$ cat src/rtl/dmkr_pkg.sv
`timescale 1ns / 1ps
// dmkr_pkg: constants, types and the key map builder of the duplex matrix key report block
// used by every module under rtl
package dmkr_pkg;

  localparam int MATRIX_ROWS    = 4;
  localparam int MATRIX_COLS    = 6;
  localparam int REPORT_SLOTS   = 6;

  localparam int SENSE_BITS     = 24;
  localparam int KEY_ROW_STRIDE = 12;
  localparam int KEY_MAP_BITS   = 8 * 6;

  localparam int LANE_BITS      = KEY_ROW_STRIDE;
  localparam int NUM_LANES      = (KEY_MAP_BITS + LANE_BITS - 1) / LANE_BITS;
  localparam int PADDED_BITS    = NUM_LANES * LANE_BITS;
  localparam int LANE_POS_W     = (LANE_BITS > 1) ? $clog2(LANE_BITS) : 1;
  localparam int SLOT_W         = $clog2(REPORT_SLOTS + 1);

  localparam logic [7:0] TERMINATOR = 8'hFF;
  localparam logic [7:0] EMPTY_SLOT = 8'h00;

  typedef logic [KEY_MAP_BITS-1:0] key_map_t;

  typedef struct packed {
    logic                  found;
    logic [LANE_POS_W-1:0] pos;
  } lane_stat_t;

  typedef struct packed {
    logic                 any;
    logic [7:0]           key_num;
    logic [NUM_LANES-1:0] take;
  } pick_t;

  // active-low readings from both drive directions folded into one pressed map
  function automatic key_map_t build_map(input logic [SENSE_BITS-1:0] rowdrive,
                                         input logic [SENSE_BITS-1:0] coldrive);
    key_map_t m;
    int       sense_i;
    int       key_i;
    m = '0;
    for (int r = 0; r < MATRIX_ROWS; r++) begin
      for (int c = 0; c < MATRIX_COLS; c++) begin
        sense_i = r * MATRIX_COLS + c;
        key_i   = c * 2 + r * KEY_ROW_STRIDE;
        if (sense_i < SENSE_BITS) begin
          if (key_i < KEY_MAP_BITS) begin
            m[key_i] = m[key_i] | ~rowdrive[sense_i];
          end
          if (key_i + 1 < KEY_MAP_BITS) begin
            m[key_i + 1] = m[key_i + 1] | ~coldrive[sense_i];
          end
        end
      end
    end
    return m;
  endfunction

endpackage

$ cat src/rtl/duplex_matrix_key_report_top.sv
`timescale 1ns / 1ps
// duplex_matrix_key_report_top: snapshot holding register, report sequencer, output register
// depends on dmkr_pkg, dmkr_lane, dmkr_merge
//
// usage
// - input channel: one transaction carries a snapshot of the duplex matrix as two
//   active-low sense vectors (rows driven, columns driven); a low bit is a pressed key
// - output channel: seven byte transactions per snapshot, the numbers of the first six
//   pressed keys in ascending order, zero for empty slots, then 0xff with last_byte set
// - a snapshot moves from the holding register into the lane registers, and the first
//   report byte is registered in the output register; one report byte per cycle
//   while the output is not stalled; the next snapshot waits in a holding register
//   and its report follows the terminator without a gap
// - the pressed map is split into one lane per matrix row; each lane finds its lowest
//   pressed key and the merge picks the lowest lane
// - in_stall is high while the holding register is full
// - a stalled output keeps its byte; the sequencer and the lanes pause with it
// - reset drops any held snapshot and any report in progress
module duplex_matrix_key_report_top
  import dmkr_pkg::*;
(
  input  logic                  clk,
  input  logic                  rst,
  input  logic                  in_valid,
  output logic                  in_stall,
  input  logic [SENSE_BITS-1:0] column_levels_rowdrive,
  input  logic [SENSE_BITS-1:0] row_levels_coldrive,
  output logic                  out_valid,
  input  logic                  out_stall,
  output logic [7:0]            report_byte,
  output logic                  last_byte
);

  logic                       hold_valid;
  key_map_t                   hold_map;
  logic                       busy;
  logic [SLOT_W-1:0]          slot;
  logic                       in_fire;
  logic                       out_free;
  logic                       emit;
  logic                       at_term;
  logic                       load;
  logic                       do_take;
  logic [PADDED_BITS-1:0]     padded;
  lane_stat_t [NUM_LANES-1:0] stats;
  pick_t                      pick;

  assign in_stall = hold_valid;
  assign in_fire  = in_valid && !hold_valid;
  assign out_free = !out_valid || !out_stall;
  assign emit     = busy && out_free;
  assign at_term  = (slot == SLOT_W'(REPORT_SLOTS));
  assign load     = hold_valid && (!busy || (emit && at_term));
  assign do_take  = emit && !at_term && pick.any;
  assign padded   = PADDED_BITS'(hold_map);

  always_ff @(posedge clk) begin
    if (in_fire) begin
      hold_map <= build_map(column_levels_rowdrive, row_levels_coldrive);
    end
  end

  always_ff @(posedge clk) begin
    if (rst) begin
      hold_valid <= 1'b0;
    end else if (in_fire) begin
      hold_valid <= 1'b1;
    end else if (load) begin
      hold_valid <= 1'b0;
    end
  end

  // lanes, one slice of the map each
  for (genvar l = 0; l < NUM_LANES; l++) begin : g_lane
    dmkr_lane u_lane (
      .clk    (clk),
      .load   (load),
      .seg_in (padded[l*LANE_BITS +: LANE_BITS]),
      .take   (do_take && pick.take[l]),
      .stat   (stats[l])
    );
  end

  dmkr_merge u_merge (
    .stats (stats),
    .pick  (pick)
  );

  // report sequencer
  always_ff @(posedge clk) begin
    if (rst) begin
      busy <= 1'b0;
      slot <= '0;
    end else if (load) begin
      busy <= 1'b1;
      slot <= '0;
    end else if (emit) begin
      if (at_term) begin
        busy <= 1'b0;
      end
      slot <= slot + SLOT_W'(1);
    end
  end

  always_ff @(posedge clk) begin
    if (rst) begin
      out_valid <= 1'b0;
    end else if (emit) begin
      out_valid <= 1'b1;
    end else if (!out_stall) begin
      out_valid <= 1'b0;
    end
  end

  always_ff @(posedge clk) begin
    if (emit) begin
      priority if (at_term) begin
        report_byte <= TERMINATOR;
        last_byte   <= 1'b1;
      end else if (pick.any) begin
        report_byte <= pick.key_num;
        last_byte   <= 1'b0;
      end else begin
        report_byte <= EMPTY_SLOT;
        last_byte   <= 1'b0;
      end
    end
  end

  // checks
  a_slot_range: assert property (@(posedge clk) disable iff (rst)
    busy |-> slot <= SLOT_W'(REPORT_SLOTS))
    else $error("slot counter out of range");

  a_term_last: assert property (@(posedge clk) disable iff (rst)
    (emit && at_term) |=> (out_valid && last_byte && report_byte == TERMINATOR))
    else $error("terminator not marked last");

  a_key_range: assert property (@(posedge clk) disable iff (rst)
    (out_valid && !last_byte) |-> report_byte <= 8'(KEY_MAP_BITS))
    else $error("key number out of range");

  a_one_lane: assert property (@(posedge clk) disable iff (rst)
    busy |-> ($onehot0(pick.take) && (pick.any == (pick.take != '0))))
    else $error("merge selected more than one lane");

endmodule

$ cat src/rtl/dmkr_lane.sv
`timescale 1ns / 1ps
// dmkr_lane: holds one slice of the pressed map and finds its lowest pressed key
// depends on dmkr_pkg
module dmkr_lane
  import dmkr_pkg::*;
(
  input  logic                 clk,
  input  logic                 load,
  input  logic [LANE_BITS-1:0] seg_in,
  input  logic                 take,
  output lane_stat_t           stat
);

  logic [LANE_BITS-1:0] seg;

  // take clears the lowest set bit
  always_ff @(posedge clk) begin
    if (load) begin
      seg <= seg_in;
    end else if (take) begin
      seg <= seg & (seg - LANE_BITS'(1));
    end
  end

  always_comb begin
    stat.found = |seg;
    stat.pos   = '0;
    for (int i = LANE_BITS - 1; i >= 0; i--) begin
      if (seg[i]) begin
        stat.pos = LANE_POS_W'(i);
      end
    end
  end

endmodule

$ cat src/rtl/dmkr_merge.sv
`timescale 1ns / 1ps
// dmkr_merge: picks the lowest lane with a pressed key and forms the key number
// depends on dmkr_pkg
module dmkr_merge
  import dmkr_pkg::*;
(
  input  lane_stat_t [NUM_LANES-1:0] stats,
  output pick_t                      pick
);

  always_comb begin
    pick = '0;
    for (int l = NUM_LANES - 1; l >= 0; l--) begin
      if (stats[l].found) begin
        pick.any     = 1'b1;
        pick.key_num = 8'(l * LANE_BITS + int'(stats[l].pos) + 1);
        pick.take    = NUM_LANES'(1) << l;
      end
    end
  end

endmodule
$ cat config.mk
export PLATFORM = sky130hd
export DESIGN_NAME = duplex_matrix_key_report_top
export DESIGN_NICKNAME = d
export VERILOG_FILES = /design/src/rtl/dmkr_pkg.sv /design/src/rtl/duplex_matrix_key_report_top.sv /design/src/rtl/dmkr_lane.sv /design/src/rtl/dmkr_merge.sv
export SDC_FILE = /design/constraint.sdc
export NUM_CORES = 1
export LEC_CHECK = 0
export BUFFER_PORTS_ARGS = -buffer_cell sky130_fd_sc_hd__buf_2
export CAP_MARGIN = 10
export CORE_MARGIN = 4
export CORE_UTILIZATION = 53
export DETAILED_ROUTE_END_ITERATION = 6
export PLACE_DENSITY = 0.76
export SLEW_MARGIN = 20
export SYNTH_ARGS = -nofsm -noshare
export SYNTH_HDL_FRONTEND = slang
export SYNTH_SLANG_ARGS = --single-unit
$ cat constraint.sdc
create_clock -name clk -period 3.44 [get_ports clk]
set_input_delay 0.172 -clock clk [delete_from_list [all_inputs] [get_ports clk]]
set_output_delay 0.172 -clock clk [all_outputs]
set_load 0.03 [all_outputs]
# Word-level counts from Yosys, hierarchy flattened
# Cells that the tools add are included.
# word_totals
ff_bits	111
word_cells	176
input_bits	52
# classes
bitwise	52
n_reduce_logical	30
mux	69
eq_ne	2
addsub	12
# op_table
op	count
$mux 4	48
$mux 12	8
$mux 13	4
$and 12x12->12	4
$not 1->1	48
$reduce_or 12->1	4
$sub 12x1->12 const B	4
$add 8x2->8 const B	3
$reduce_bool 2->1	7
$logic_and 1x1->1	10
$mux 1	8
$mux 8	1
$add 6x4->7 const A	1
$add 5x4->6 const A	1
$add 4x1->5 const B	1
$add 4x4->5 const A	1
$logic_not 1->1	5
$add 3x1->3 const B	1
$eq 3x3->1 const B	1
$logic_or 1x1->1	2
$ne 2x1->1 const B	1
$reduce_and 2->1	1
$reduce_or 2->1	1

# Logic depth before layout (Yosys ltp)
# Gate-level depths: netlist (run 1).
# depth
word_depth	22
depth_mapped	12

# By module
# Synthesis (run 1) repeated with hierarchy kept, for this count alone.
# hier_totals
hier_cells	506
area_unflattened_um2	5481.5
# modules_own_cells
mod	cells_each	n_inst	area_per_inst_um2
dmkr_lane	72	4	695.7
duplex_matrix_key_report_top	162	1	2296.0
dmkr_merge	56	1	402.9

# Worst setup path after synthesis (run 1)
# OpenSTA, ideal clock, no wires.
# synth_timing
path_type	register to register
from	register g_lane[0].u_lane.seg[2]
to	register g_lane[1].u_lane.seg[0], enable pin
arrival_ps	3175
path_slack_ps	-135
path_stages_with_launch	7
cell_sequence	edfxtp_1 or4_4 or3_4 or3_4 or3_1 buf_6 o31ai_1
# synth_via
elab_chain_cells	5
# synth_lines
element	line_no	source
from (decl)	dmkr_lane.sv:14	logic [LANE_BITS-1:0] seg;
from (signal assigned)	dmkr_lane.sv:19	seg <= seg_in;
from (signal assigned)	dmkr_lane.sv:21	seg <= seg & (seg - LANE_BITS'(1));
$reduce_or 12->1 *	dmkr_lane.sv:26	stat.found = |seg;
$mux 13 *	dmkr_merge.sv:14	if (stats[l].found) begin
$logic_and 1x1->1	duplex_matrix_key_report_top.sv:54	assign do_take = emit && !at_term && pick.any;
$logic_and 1x1->1 *	duplex_matrix_key_report_top.sv:79	.take (do_take && pick.take[l]),
$reduce_bool 2->1 (no line) *	-	
to (signal assigned)	dmkr_lane.sv:19	
to (signal assigned)	dmkr_lane.sv:21	
to (decl)	dmkr_lane.sv:14	
# Every way passes the cells marked *; elsewhere a longest branch is shown, timed or not.
# A chain may end at the register's enable or synchronous reset.

# Worst setup path in the final report (run 1)
# layout_timing
from	register g_lane[0].u_lane.seg[2]
to	register g_lane[2].u_lane.seg[10], enable pin
# layout_via
elab_chain_cells	5
# layout_lines
element	line_no
$reduce_or 12->1 *	dmkr_lane.sv:26
$mux 13 *	dmkr_merge.sv:14
$logic_and 1x1->1	duplex_matrix_key_report_top.sv:54
$logic_and 1x1->1 *	duplex_matrix_key_report_top.sv:79
$reduce_bool 2->1 (no line) *	-
to (signal assigned)	dmkr_lane.sv:19
to (signal assigned)	dmkr_lane.sv:21
to (decl)	dmkr_lane.sv:14
# Marked as above.

==> results.md, run 1 <==
* Slew margin rel. at 40.94%
* Sequential power share at 58.9%
* Max Slew Vio Count at 0
* First-pass GRT wire length at 17.10 mm
* Initial antenna violation count at 0
* Final instance area at 0.006103 mm²
* XOR/XNOR Fraction of Synth Area at 1.311%
* Ys async rst share at 0%
* Placed cell count at 694
* ANT cells at 0
* Root Driver: clkbuf_8
* HP Class: input port to flop
* Crit. End Element: flop
* Post-synthesis mux area share at 0%
* Worst skew pair latency at 0.38 ns
* CTS tree: done
* Post-synthesis cell count at 502
* Pwr Density at 474.3 mW/mm²
* Synth warn at 0
* Clock Sink Count at 111
* Post-synth EDFFs at 105
* Worst-path clk slew at 0.10 ns
* Synth Flop Type: edfxtp_1
* Worst R2R Path Depth at 7
* Setup WS pre-CTS at 0.3023 ns
* Post-CTS Setup Inserts at 0
* Switch share at 25.09%
* Clock share of power at 28.5%
* P_leak at 2.471 nW
* Longest Clk Path Bufs at 2
* Utilization after layout at 62.16%
* Num rows at 36
* Filler Cell Count at 823
* Max-cap violation count at 0
* Sw power at 726.3 µW
* Worst-path fanout max at 12
* CP Class: flop to flop
* Cts bufs inserted at 9
* Clock Skew at 0.008770 ns
* Grt ovf at 0
* Hold depth at 2
* Worst Tran Pin Value at 0.8779 ns
* Combinational share of power at 12.6%
* Synth Area per Inst at 10.65 µm²
* Achievable Freq at 316.6 MHz
* Largest net degree at the start of global routing at 40
* Multi-input gate area at 0.001782 mm²
* P&R area growth vs syn at 14.19%
* Post-synth net total at 565
* Simple-Gate Fraction of Synth Area at 16.85%
* Int Power at 2.169 mW
* Final setup violation count at 0
* Die X at 108.4 µm
* Starting Density at 54.43%
* Core area at 0.009819 mm²
* RSZ-0062 raised after global routing: false
* All-Layer GR Usage at 18.72%
* Largest family of logic cells by synthesized area: simple AND/OR/NAND/NOR gates
* Layout cells sized above 1 at 16.55%
* Post-CTS Hold Fix Bufs at 1
* Register area at 0.003273 mm²
* Via count at 3,860
* Antenna-violating nets left at 0
* Layout Cells excl Fill at 713
* Sequential element share of the synthesized area at 61.24%
* Post-synth cell types at 45
* RD Place Congestion at 0.8253
* Placed Area at 0.005871 mm²
* Via-to-Cell Ratio at 5.414
* DRT Pass-1 Iters at 7
* Mapped cell area at 0.005345 mm²
* Tmin final at 3.158 ns
* Synth Area in Adders at 2.575%
* Max H-tree Level at 3
* Routed wire length at 10.44 mm
* Worst VDD drop at 0.0002459 V
* Wire per inst at 14.64 µm
* Die area at 0.01176 mm²
* Synth Area in Compound Gates at 12.34%
* Total design power at 2.895 mW
* Iter 0 DRT Violations at 184
* WP data arrival at 3.24 ns
* I/O Buffers at 62
* Hold WS at 0.01765 ns
* Status: complete, no violations
* Final TNS setup at 0 ns
* #FFs+latches synth at 111
* Critical Path Start Type: flop
* Die Height at 108.4 µm
* Final hold vios at 0
* Vias in the first global route at 3,718
* Detailed-route DRC error count at 0
* Final worst setup slack at 0.2819 ns
* Final Cycle Share at 91.81%
* Nets at 638
* CTS resizes at 0
* I/O pin cnt at 63
* Post-DP HPWL at 7.481 mm
* Required time of the critical path at 3.53 ns
metal layers:
layer	vias up	wire length (µm)	track usage, %
met2	90	5215	31.60
met5	-	0	0
met3	15	502	4.478
li1	1946	-	-
met4	0	192	8.206
met1	1809	4530	22.87
final cells by class:
cell class / instances / share of cell area [%]
Clock buffer: 10 / 2.091
Clock inverter: 6 / 1.230
Inverter: 65 / 3.998
Multi-Input combinational cell: 312 / 29.19
Sequential cell: 111 / 53.63
Tap cell: 133 / 2.727
Timing Repair Buffer: 76 / 7.134
power groups by stage:
stage / sequential (mW) / clock, mW / combinational (mW)
final: 1.71 / 0.824 / 0.365
after global routing: 1.72 / 0.891 / 0.415
after CTS: 1.71 / 0.840 / 0.369
after detailed placement: 1.73 / 0 / 0.367
after global placement: 1.73 / 0 / 0.353
after floorplan: 1.73 / 0 / 0.231
Yosys cell counts, types with 6 or more instances:
library cell	number	area [µm²]
a21oi_1	12	60.06
edfxtp_1	105	3153
clkbuf_1	13	48.80
nor2_1	22	82.58
nand2_1	87	326.6
nor3_1	14	70.07
inv_1	65	244.0
dfxtp_1	6	120.1
ha_1	11	137.6
nor4_1	8	50.05
nand3_1	24	120.1
nor2b_1	7	43.79
o311ai_0	6	52.55
o21ai_0	41	205.2
o31ai_1	6	45.04
flip-flops by register name, summed over array words and instances, names as in the netlist:
signal,flops
busy,1
in_stall,1
g_lane.u_lane.seg,48
out_valid,1
last_byte,1
report_byte,8
hold_map,48
slot,3
worst max-delay path: stages (launching register included):
cell and delay (ns):
edfxtp_1 0.45, or4_4 0.57, or3_4 0.35, or3_4 0.37, or3_1 0.39, or3_4 0.41, o21ai_2 0.12, buf_4 0.21
path summary, 6_finish.rpt:
kind,from,endpoint,slack (ns)
setup reg to reg,g_lane[0].u_lane.seg[2]$_DFFE_PP_,g_lane[2].u_lane.seg[10]$_DFFE_PP_,0.28
hold reg to reg,busy$_SDFFE_PP0P_,out_valid$_SDFFE_PP0P_,0.50
hold / removal,column_levels_rowdrive[9],hold_map[18]$_DFFE_PP_,0.02
setup / recovery,g_lane[0].u_lane.seg[2]$_DFFE_PP_,g_lane[2].u_lane.seg[10]$_DFFE_PP_,0.28
kinds of logic (layout without fill, tap and decap cells):
logic type / Yosys count / after routing
xor gates and xnor gates: 8 / 8
AOI/OAI and AO/OA: 102 / 102
adders and majority gates: 11 / 11
DFF: 111 / 111
and+or+nand+nor: 191 / 191
buffers and inverters: 79 / 157
cells in the final DEF, fill, tap and decap left out, types with 3 or more instances in the layout:
master         count
a211oi_1           4
clkinv_1           4
o311ai_0           6
a221oi_1           3
o31ai_1            5
nor2_1            22
nor2b_1            6
nor4_1             8
buf_4             10
nand2_1           87
o211ai_1           5
o21bai_1           3
nor3_1            14
or4_1              4
o41ai_1            5
nand4_1            3
ha_1              11
dlygate4sd3_1      3
buf_2             62
xnor2_1            5
inv_1             65
and3_1             5
or3_1              5
or3_4              3
nand3_1           24
xor2_1             3
dfxtp_1            6
o21ai_1            3
clkbuf_8           9
a21oi_1           12
o21ai_0           41
edfxtp_1         105
(Power assumes the default switching activity.)
==> run 2: changes to the inputs <==
ABC_AREA = 1   (was unset)
CORE_UTILIZATION = 55   (was 53)
CTS_BUF_LIST = sky130_fd_sc_hd__clkbuf_8   (was unset)
PLACE_DENSITY = 0.79   (was 0.76)
REMOVE_ABC_BUFFERS = 1   (was unset)
==> run 2 against run 1 <==
Against the previous run:
- register-to-register slack better by 0.85 ns
- count of clock-buffer cells in the layout is 1 lower
- via count is 9.0% higher
- sequential share of layout area is 3.7 points lower
- non-clock buffer count is 27 higher
- critical path depth is 5 higher
- clock skew is 0.0018 ns higher
- core utilization is 4.6 points higher
- wire length is 1.1% higher
- fmax is 37% higher
- setup slack better by 0.85 ns
==> results.md, run 2 <==
* All-Layer GR Usage at 18.89% (+0.17 points)
* Worst VDD drop at 0.0002569 V (+4.5%)
* Achievable Freq at 434.1 MHz (+37%)
* Mapped cell area at 0.005575 mm² (+4.3%)
* I/O Buffers at 62 (unchanged)
* Grt ovf at 0 (unchanged)
* Multi-input gate area at 0.001799 mm² (+0.98%)
* Layout Cells excl Fill at 820 (+15%)
* Register area at 0.003273 mm² (unchanged)
* Switch share at 27.09% (+2.0 points)
* Most area-consuming cells after synthesis: edfxtp_1, inv_1, nand2_1
* Synth top cells by count: inv_1, nand2_1, edfxtp_1, nand3_1, nor2_1
* Detailed-route DRC error count at 0 (unchanged)
* Final worst setup slack at 1.136 ns (+0.8546 ns)
* Die area at 0.01181 mm² (+0.47%)
* Max Slew Vio Count at 0 (unchanged)
* Ys async rst share at 0% (unchanged)
* Post-CTS Setup Inserts at 0 (unchanged)
* #FFs+latches synth at 111 (unchanged)
* RD Place Congestion at 0.8853 (+7.3%)
* RSZ-0062 raised after global routing: false
* ANT cells at 0 (unchanged)
* P_leak at 2.982 nW (+21%)
* Largest net degree at the start of global routing at 49 (+23%)
* Wire per inst at 12.88 µm (-12%)
* Required time of the critical path at 3.58 ns (+0.05 ns)
* Die X at 108.7 µm (+0.24%)
* Vias in the first global route at 3,975 (+6.9%)
* Int Power at 2.040 mW (-5.9%)
* Num rows at 36 (unchanged)
* Synth Area per Inst at 9.580 µm² (-10%)
* Nets at 745 (+17%)
* Post-DP HPWL at 7.429 mm (-0.69%)
* Setup WS pre-CTS at 1.153 ns (+0.8507 ns)
* Largest registers: g_lane.u_lane.seg x48, hold_map x48, report_byte x8
* Commonest cells after routing, fill and taps aside: inv_1, nand2_1, edfxtp_1
* WP data arrival at 2.44 ns (-0.80 ns)
* CTS resizes at 0 (unchanged)
* Post-synth cell types at 35 (-22%)
* Synth warn at 0 (unchanged)
* Final Cycle Share at 66.96% (-25 points)
* Max H-tree Level at 3 (unchanged)
* Post-synthesis cell count at 582 (+16%)
* Longest Clk Path Bufs at 2 (unchanged)
* Critical Path Start Type: flop
* Worst Tran Pin Value at 0.6247 ns (-0.2532 ns)
* Commonest non-fill, non-tap cell in the layout: inv_1
* Sequential element share of the synthesized area at 58.71% (-2.5 points)
* Initial antenna violation count at 0 (unchanged)
* Top-area cell type share of the netlist area at 56.55% (-2.4 points)
* Combinational share of power at 15.4% (+2.8 points)
* Synth Flop Type: edfxtp_1
* Sequential power share at 60.2% (+1.3 points)
* Post-synth EDFFs at 105 (unchanged)
* First-pass GRT wire length at 17.43 mm (+1.9%)
* Sw power at 758.1 µW (+4.4%)
* Worst-path fanout max at 4 (-8)
* Largest area contributor in the netlist: edfxtp_1
* Max-cap violation count at 0 (unchanged)
* Via-to-Cell Ratio at 5.132 (-5.2%)
* Die Height at 108.7 µm (+0.24%)
* I/O pin cnt at 63 (unchanged)
* CP Class: flop to flop
* Final setup violation count at 0 (unchanged)
* Pwr Density at 427.1 mW/mm² (-10%)
* Top-count cell post-synth: inv_1
* Slew margin rel. at 58.36% (+17 points)
* Antenna-violating nets left at 0 (unchanged)
* Final hold vios at 0 (unchanged)
* Crit. End Element: flop
* HP Class: input port to flop
* DRT Pass-1 Iters at 6 (-1)
* CTS tree: done
* Clock Skew at 0.01054 ns (+0.001767 ns)
* Worst skew pair latency at 0.38 ns (about the same)
* Placed cell count at 773 (+11%)
* Clock share of power at 24.4% (-4.1 points)
* Utilization after layout at 66.73% (+4.6 points)
* Layout cells sized above 1 at 17.32% (+0.77 points)
* Root Driver: clkbuf_8
* Total design power at 2.798 mW (-3.3%)
* Filler Cell Count at 797 (-3.2%)
* Routed wire length at 10.56 mm (+1.1%)
* Post-CTS Hold Fix Bufs at 29 (+28)
* P&R area growth vs syn at 17.53%
* Clock Sink Count at 111 (unchanged)
* Worst-path clk slew at 0.10 ns (about the same)
* Iter 0 DRT Violations at 176 (-4.3%)
* Cts bufs inserted at 9 (unchanged)
* Via count at 4,208 (+9.0%)
* Status: complete, no violations
* Core area at 0.009819 mm² (unchanged)
* Starting Density at 56.78% (+2.3 points)
* Tmin final at 2.304 ns (-0.8546 ns)
==> run 2: cell count changes in the layout (fill, tap and decap cells not counted), sizes merged, moves of 7 or more <==
cell         change
nor2b            -7
nor3            -13
o211ai           +8
nand2           +30
nor2            +31
o21ai           -21
nand3           +52
or3              -8
nor4             -8
inv             +55
dlygate4sd3     +28
==> run 2: final cells by class <==
| cell class | count | area share (%) |
|---|---|---|
| Clock inverter | 7 | 0.5919 |
| Sequential cell | 111 | 49.95 |
| Tap cell | 133 | 2.540 |
| Clock buffer | 9 | 1.890 |
| Timing Repair Buffer | 103 | 10.62 |
| Multi-Input combinational cell | 337 | 27.46 |
| Inverter | 120 | 6.951 |
==> run 2: kinds of logic after synthesis <==
group           count (synthesis)  share of synthesized area [%]
fa+ha+maj                      11                          2.469
simple gates                  252                          21.01
compound gates                 67                          7.518
mux                             1                         0.2020
buf+inv                       134                          9.156
flops                         111                          58.71
xor+xnor                        6                         0.9425
==> run 2: final timing paths <==
path                                      from                            to  slack [ns]  depth (start not counted)
min reg2reg               slot[1]$_SDFFE_PP0P_          slot[1]$_SDFFE_PP0P_        0.50                          2
min                  column_levels_rowdrive[7]        hold_map[14]$_DFFE_PP_        0.02                          2
max reg2reg  g_lane[3].u_lane.seg[1]$_DFFE_PP_  report_byte[3]$_SDFFCE_PP1P_        1.14                         12
max          g_lane[3].u_lane.seg[1]$_DFFE_PP_  report_byte[3]$_SDFFCE_PP1P_        1.14                         12
==> run 2: stage by stage <==
stage | hold slack, ns | instance area (µm²) | setup TNS, ns
finish | 0.02215 | 6553 | 0
global route | 0.002171 | 6553 | 0
CTS | 0.0005210 | 6533 | 0
detailed placement | 0.3832 | 6080 | 0
global placement | 0.3669 | 6080 | 0
floorplan | 0.2411 | 5520 | -16.69
==> run 2: critical path, cell delays in order (launching register included) <==
cell	delay, ns
edfxtp_1	0.42
nor2_1	0.19
nand2_1	0.15
nor2_1	0.15
inv_1	0.09
a31oi_1	0.23
ha_1	0.30
inv_1	0.06
nand4_1	0.12
nand3_1	0.10
nand3_1	0.08
nand3_1	0.10
nand2_1	0.06
==> run 2: metal layers <==
| metal | track usage, % | wire length [µm] | vias to the layer above |
|---|---|---|---|
| met5 | 0 | 0 | - |
| met1 | 22.60 | 4475 | 1935 |
| met2 | 32.83 | 5367 | 131 |
| met3 | 4.973 | 535 | 16 |
| li1 | - | - | 2126 |
| met4 | 6.943 | 180 | 0 |
==> run 2: power by group through the flow <==
stage | Sequential (mW) | Clock (mW) | Combinational (mW)
after global placement | 1.71 | 0 | 0.384
after CTS | 1.68 | 0.710 | 0.432
after detailed placement | 1.72 | 0 | 0.405
after global routing | 1.70 | 0.749 | 0.489
after floorplan | 1.73 | 0 | 0.248
final | 1.69 | 0.682 | 0.431
==> run 3: changes to the inputs <==
clock period = 1.95 ns   (was 3.44 ns; I/O delays follow)
==> run 3 against run 2 <==
Against the previous run:
- the flow now finishes with violations (setup timing)
- sequential power is 76% higher
- largest power group unchanged
- register-to-register slack worse by 1.5 ns
- worst hold slack better by 0.038 ns
- first-iteration DRC count is 140% higher
- die area stayed put
- total power is 100% higher
==> results.md, run 3 (synthesis results as in run 2) <==
* Worst skew pair latency at 0.41 ns (+0.03 ns)
* Antenna-violating nets left at 0 (unchanged)
* Max-cap violation count at 0 (unchanged)
* Failing checks: setup timing
* Achievable Freq at 434.6 MHz (+0.11%)
* Int Power at 4.027 mW (+97%)
* Longest Clk Path Bufs at 2 (unchanged)
* Iter 0 DRT Violations at 417 (+140%)
* Switch share at 28.65% (+1.6 points)
* Routed wire length at 16.96 mm (+61%)
* Clock share of power at 25.2% (+0.8 points)
* I/O Buffers at 62 (unchanged)
* Combinational share of power at 22.2% (+6.8 points)
* Clock Sink Count at 111 (unchanged)
* Clock Skew at 0.01917 ns (+0.008637 ns)
* Final TNS setup at -14.87 ns (-14.87 ns)
* DRT Pass-1 Iters at 5 (-1)
* Hold WS at 0.06003 ns (+0.03788 ns)
* Num rows at 36 (unchanged)
* Commonest cells after routing, fill and taps aside: inv_1, buf_4, edfxtp_1
* WP data arrival at 2.58 ns (+0.14 ns)
* Commonest non-fill, non-tap cell in the layout: inv_1
* Largest registers: g_lane.u_lane.seg x48, hold_map x48, report_byte x8
* Cts bufs inserted at 9 (unchanged)
* Worst Tran Pin Value at 0.5885 ns (-0.03613 ns)
* Status: finished, violations left
* Vias in the first global route at 4,867 (+22%)
* Final Cycle Share at 118.0% (+51 points)
* Detailed-route DRC error count at 0 (unchanged)
* Critical Path Start Type: flop
* Crit path largest cell delay at 0.49 ns (+0.07 ns)
* Initial antenna violation count at 0 (unchanged)
* Max H-tree Level at 3 (unchanged)
* P&R area growth vs syn at 42.75%
* CTS tree: done
* Sequential power share at 52.6% (-7.6 points)
* Die area at 0.01181 mm² (unchanged)
* P_leak at 3.668 nW (+23%)
* Worst path cell trace: nor2_4 > nand2_2 > nor2_4 > inv_2 > nor2_4 > inv_2 > nor2_4 > buf_4 > inv_2 > nand2_1 > buf_4 > o21ai_4 > nor2_2 > o21ai_2 > nand2_2
* CP max stage cell: edfxtp_1
* Die X at 108.7 µm (unchanged)
* Root Driver: clkbuf_8
* Pwr Density at 709.2 mW/mm² (+66%)
* Via-to-Cell Ratio at 5.541 (+8.0%)
* Grt ovf at 0 (unchanged)
* CP bufs+invs at 5 (+3)
* Wire per inst at 17.90 µm (+39%)
* Most used cell, CP: nor2_4
* Multi-input gate area at 0.002125 mm² (+18%)
* Slew margin rel. at 60.35% (+2.0 points)
* Post-DP HPWL at 8.310 mm (+12%)
* Total design power at 5.644 mW (+100%)
* Crit. End Element: flop
* Worst VDD drop at 0.0005030 V (+96%)
* Core area at 0.009819 mm² (unchanged)
* Final worst setup slack at -0.3510 ns (-1.487 ns)
* First-pass GRT wire length at 22.31 mm (+28%)
* Sw power at 1.617 mW (+110%)
* Worst-path clk slew at 0.11 ns (about the same)
* Setup WS pre-CTS at -0.2311 ns (-1.384 ns)
* Register area at 0.003273 mm² (unchanged)
* ANT cells at 0 (unchanged)
* Final setup violation count at 54 (+54)
* Largest net degree at the start of global routing at 45 (-8.2%)
* RD Place Congestion at 0.8883 (+0.34%)
* RSZ-0062 raised after global routing: true
* HP Class: input port to flop
* Tmin final at 2.301 ns (-0.002515 ns)
* All-Layer GR Usage at 24.44% (+5.5 points)
* Worst-path fanout max at 7 (+3)
* Starting Density at 56.78% (unchanged)
* Max Slew Vio Count at 0 (unchanged)
* Nets at 872 (+17%)
* CP Class: flop to flop
* Required time of the critical path at 2.23 ns (-1.35 ns)
* Top cell family by delay on the critical path: simple AND/OR/NAND/NOR gates
* Via count at 5,247 (+25%)
* Filler Cell Count at 548 (-31%)
* Die Height at 108.7 µm (unchanged)
* I/O pin cnt at 63 (unchanged)
* Final hold vios at 0 (unchanged)
* Layout cells sized above 1 at 34.28% (+17 points)
-- run 3: cell count changes in the layout (fill, tap and decap cells not counted), moves of 5 or more --
| cell | change |
|---|---|
| buf_4 | +97 |
| dlygate4sd3_1 | +19 |
| nand2_1 | -13 |
| buf_6 | +10 |
| nand2_2 | +10 |
| nor2_4 | +9 |
| inv_2 | +8 |
| nor2_1 | -8 |
| o21ai_0 | -8 |
| a21oi_1 | -6 |
| a21oi_2 | +6 |
| inv_1 | -5 |
-- run 3: final cells by class --
cell class                 instances  area share [%]
inverter                         120           5.722
multi-input combinational        337           26.69
clock inverter                     6          0.6917
tap                              133           2.091
clock buffer                      10           1.729
timing repair buffer             230           21.95
sequential                       111           41.13
-- run 3: power by group through the flow --
stage	Sequential, mW	Clock (mW)	Combinational, mW
6_report	2.97	1.42	1.25
5_1_grt	2.98	1.51	1.34
4_1_cts	2.95	1.41	1.08
3_5_place_dp	3.00	0	0.910
3_3_place_gp	2.98	0	0.861
2_1_floorplan	3.05	0	0.438
-- run 3: metal layers --
metal,part of all wire (%),vias to the layer above,global-route usage [%],wire (µm)
met5,0,-,0,0
met4,4.3,0,8.025,727
met3,7.7,70,5.388,1312
met2,52,328,44.57,8763
met1,36,2470,28.49,6153
li1,-,2379,-,-
-- run 3: repair_timing --
action | 4_1_cts | 5_1_grt
setup endpoints to repair | 54 | 68
hold endpoints to repair | 50 | 0
gates resized for setup | 56 | 49
buffers inserted | 17 | 13
gates cloned | 4 | 0
hold buffers | 50 | 0
pin swaps | 23 | 30
-- run 3: final timing paths --
check / start / slack, ns / depth (start not counted) / end
max: g_lane[1].u_lane.seg[0]$_SDFFCE_PN0P_ / -0.35 / 15 / report_byte[0]$_SDFFCE_PP1P_
min: in_valid / 0.06 / 3 / in_stall$_SDFFE_PP0P_
max reg2reg: g_lane[1].u_lane.seg[0]$_SDFFCE_PN0P_ / -0.35 / 15 / report_byte[0]$_SDFFCE_PP1P_
min reg2reg: slot[1]$_SDFFE_PP0P_ / 0.52 / 2 / slot[1]$_SDFFE_PP0P_
-- run 3: worst reg2reg max path, stage by stage, from the launching register on --
cell	delay, ns
edfxtp_1	0.49
nor2_4	0.16
nand2_2	0.09
nor2_4	0.12
inv_2	0.07
nor2_4	0.09
inv_2	0.07
nor2_4	0.12
buf_4	0.19
inv_2	0.08
nand2_1	0.19
buf_4	0.18
o21ai_4	0.06
nor2_2	0.12
o21ai_2	0.07
nand2_2	0.06
-- run 3: through the flow --
step	util, %	area, µm²	std cells
3_5_place_dp	67.70	6648	847
3_3_place_gp	67.70	6648	847
2_1_floorplan	-	5520	568
6_report	81.05	7959	947
4_1_cts	77.85	7645	934
5_1_grt	81.05	7959	947
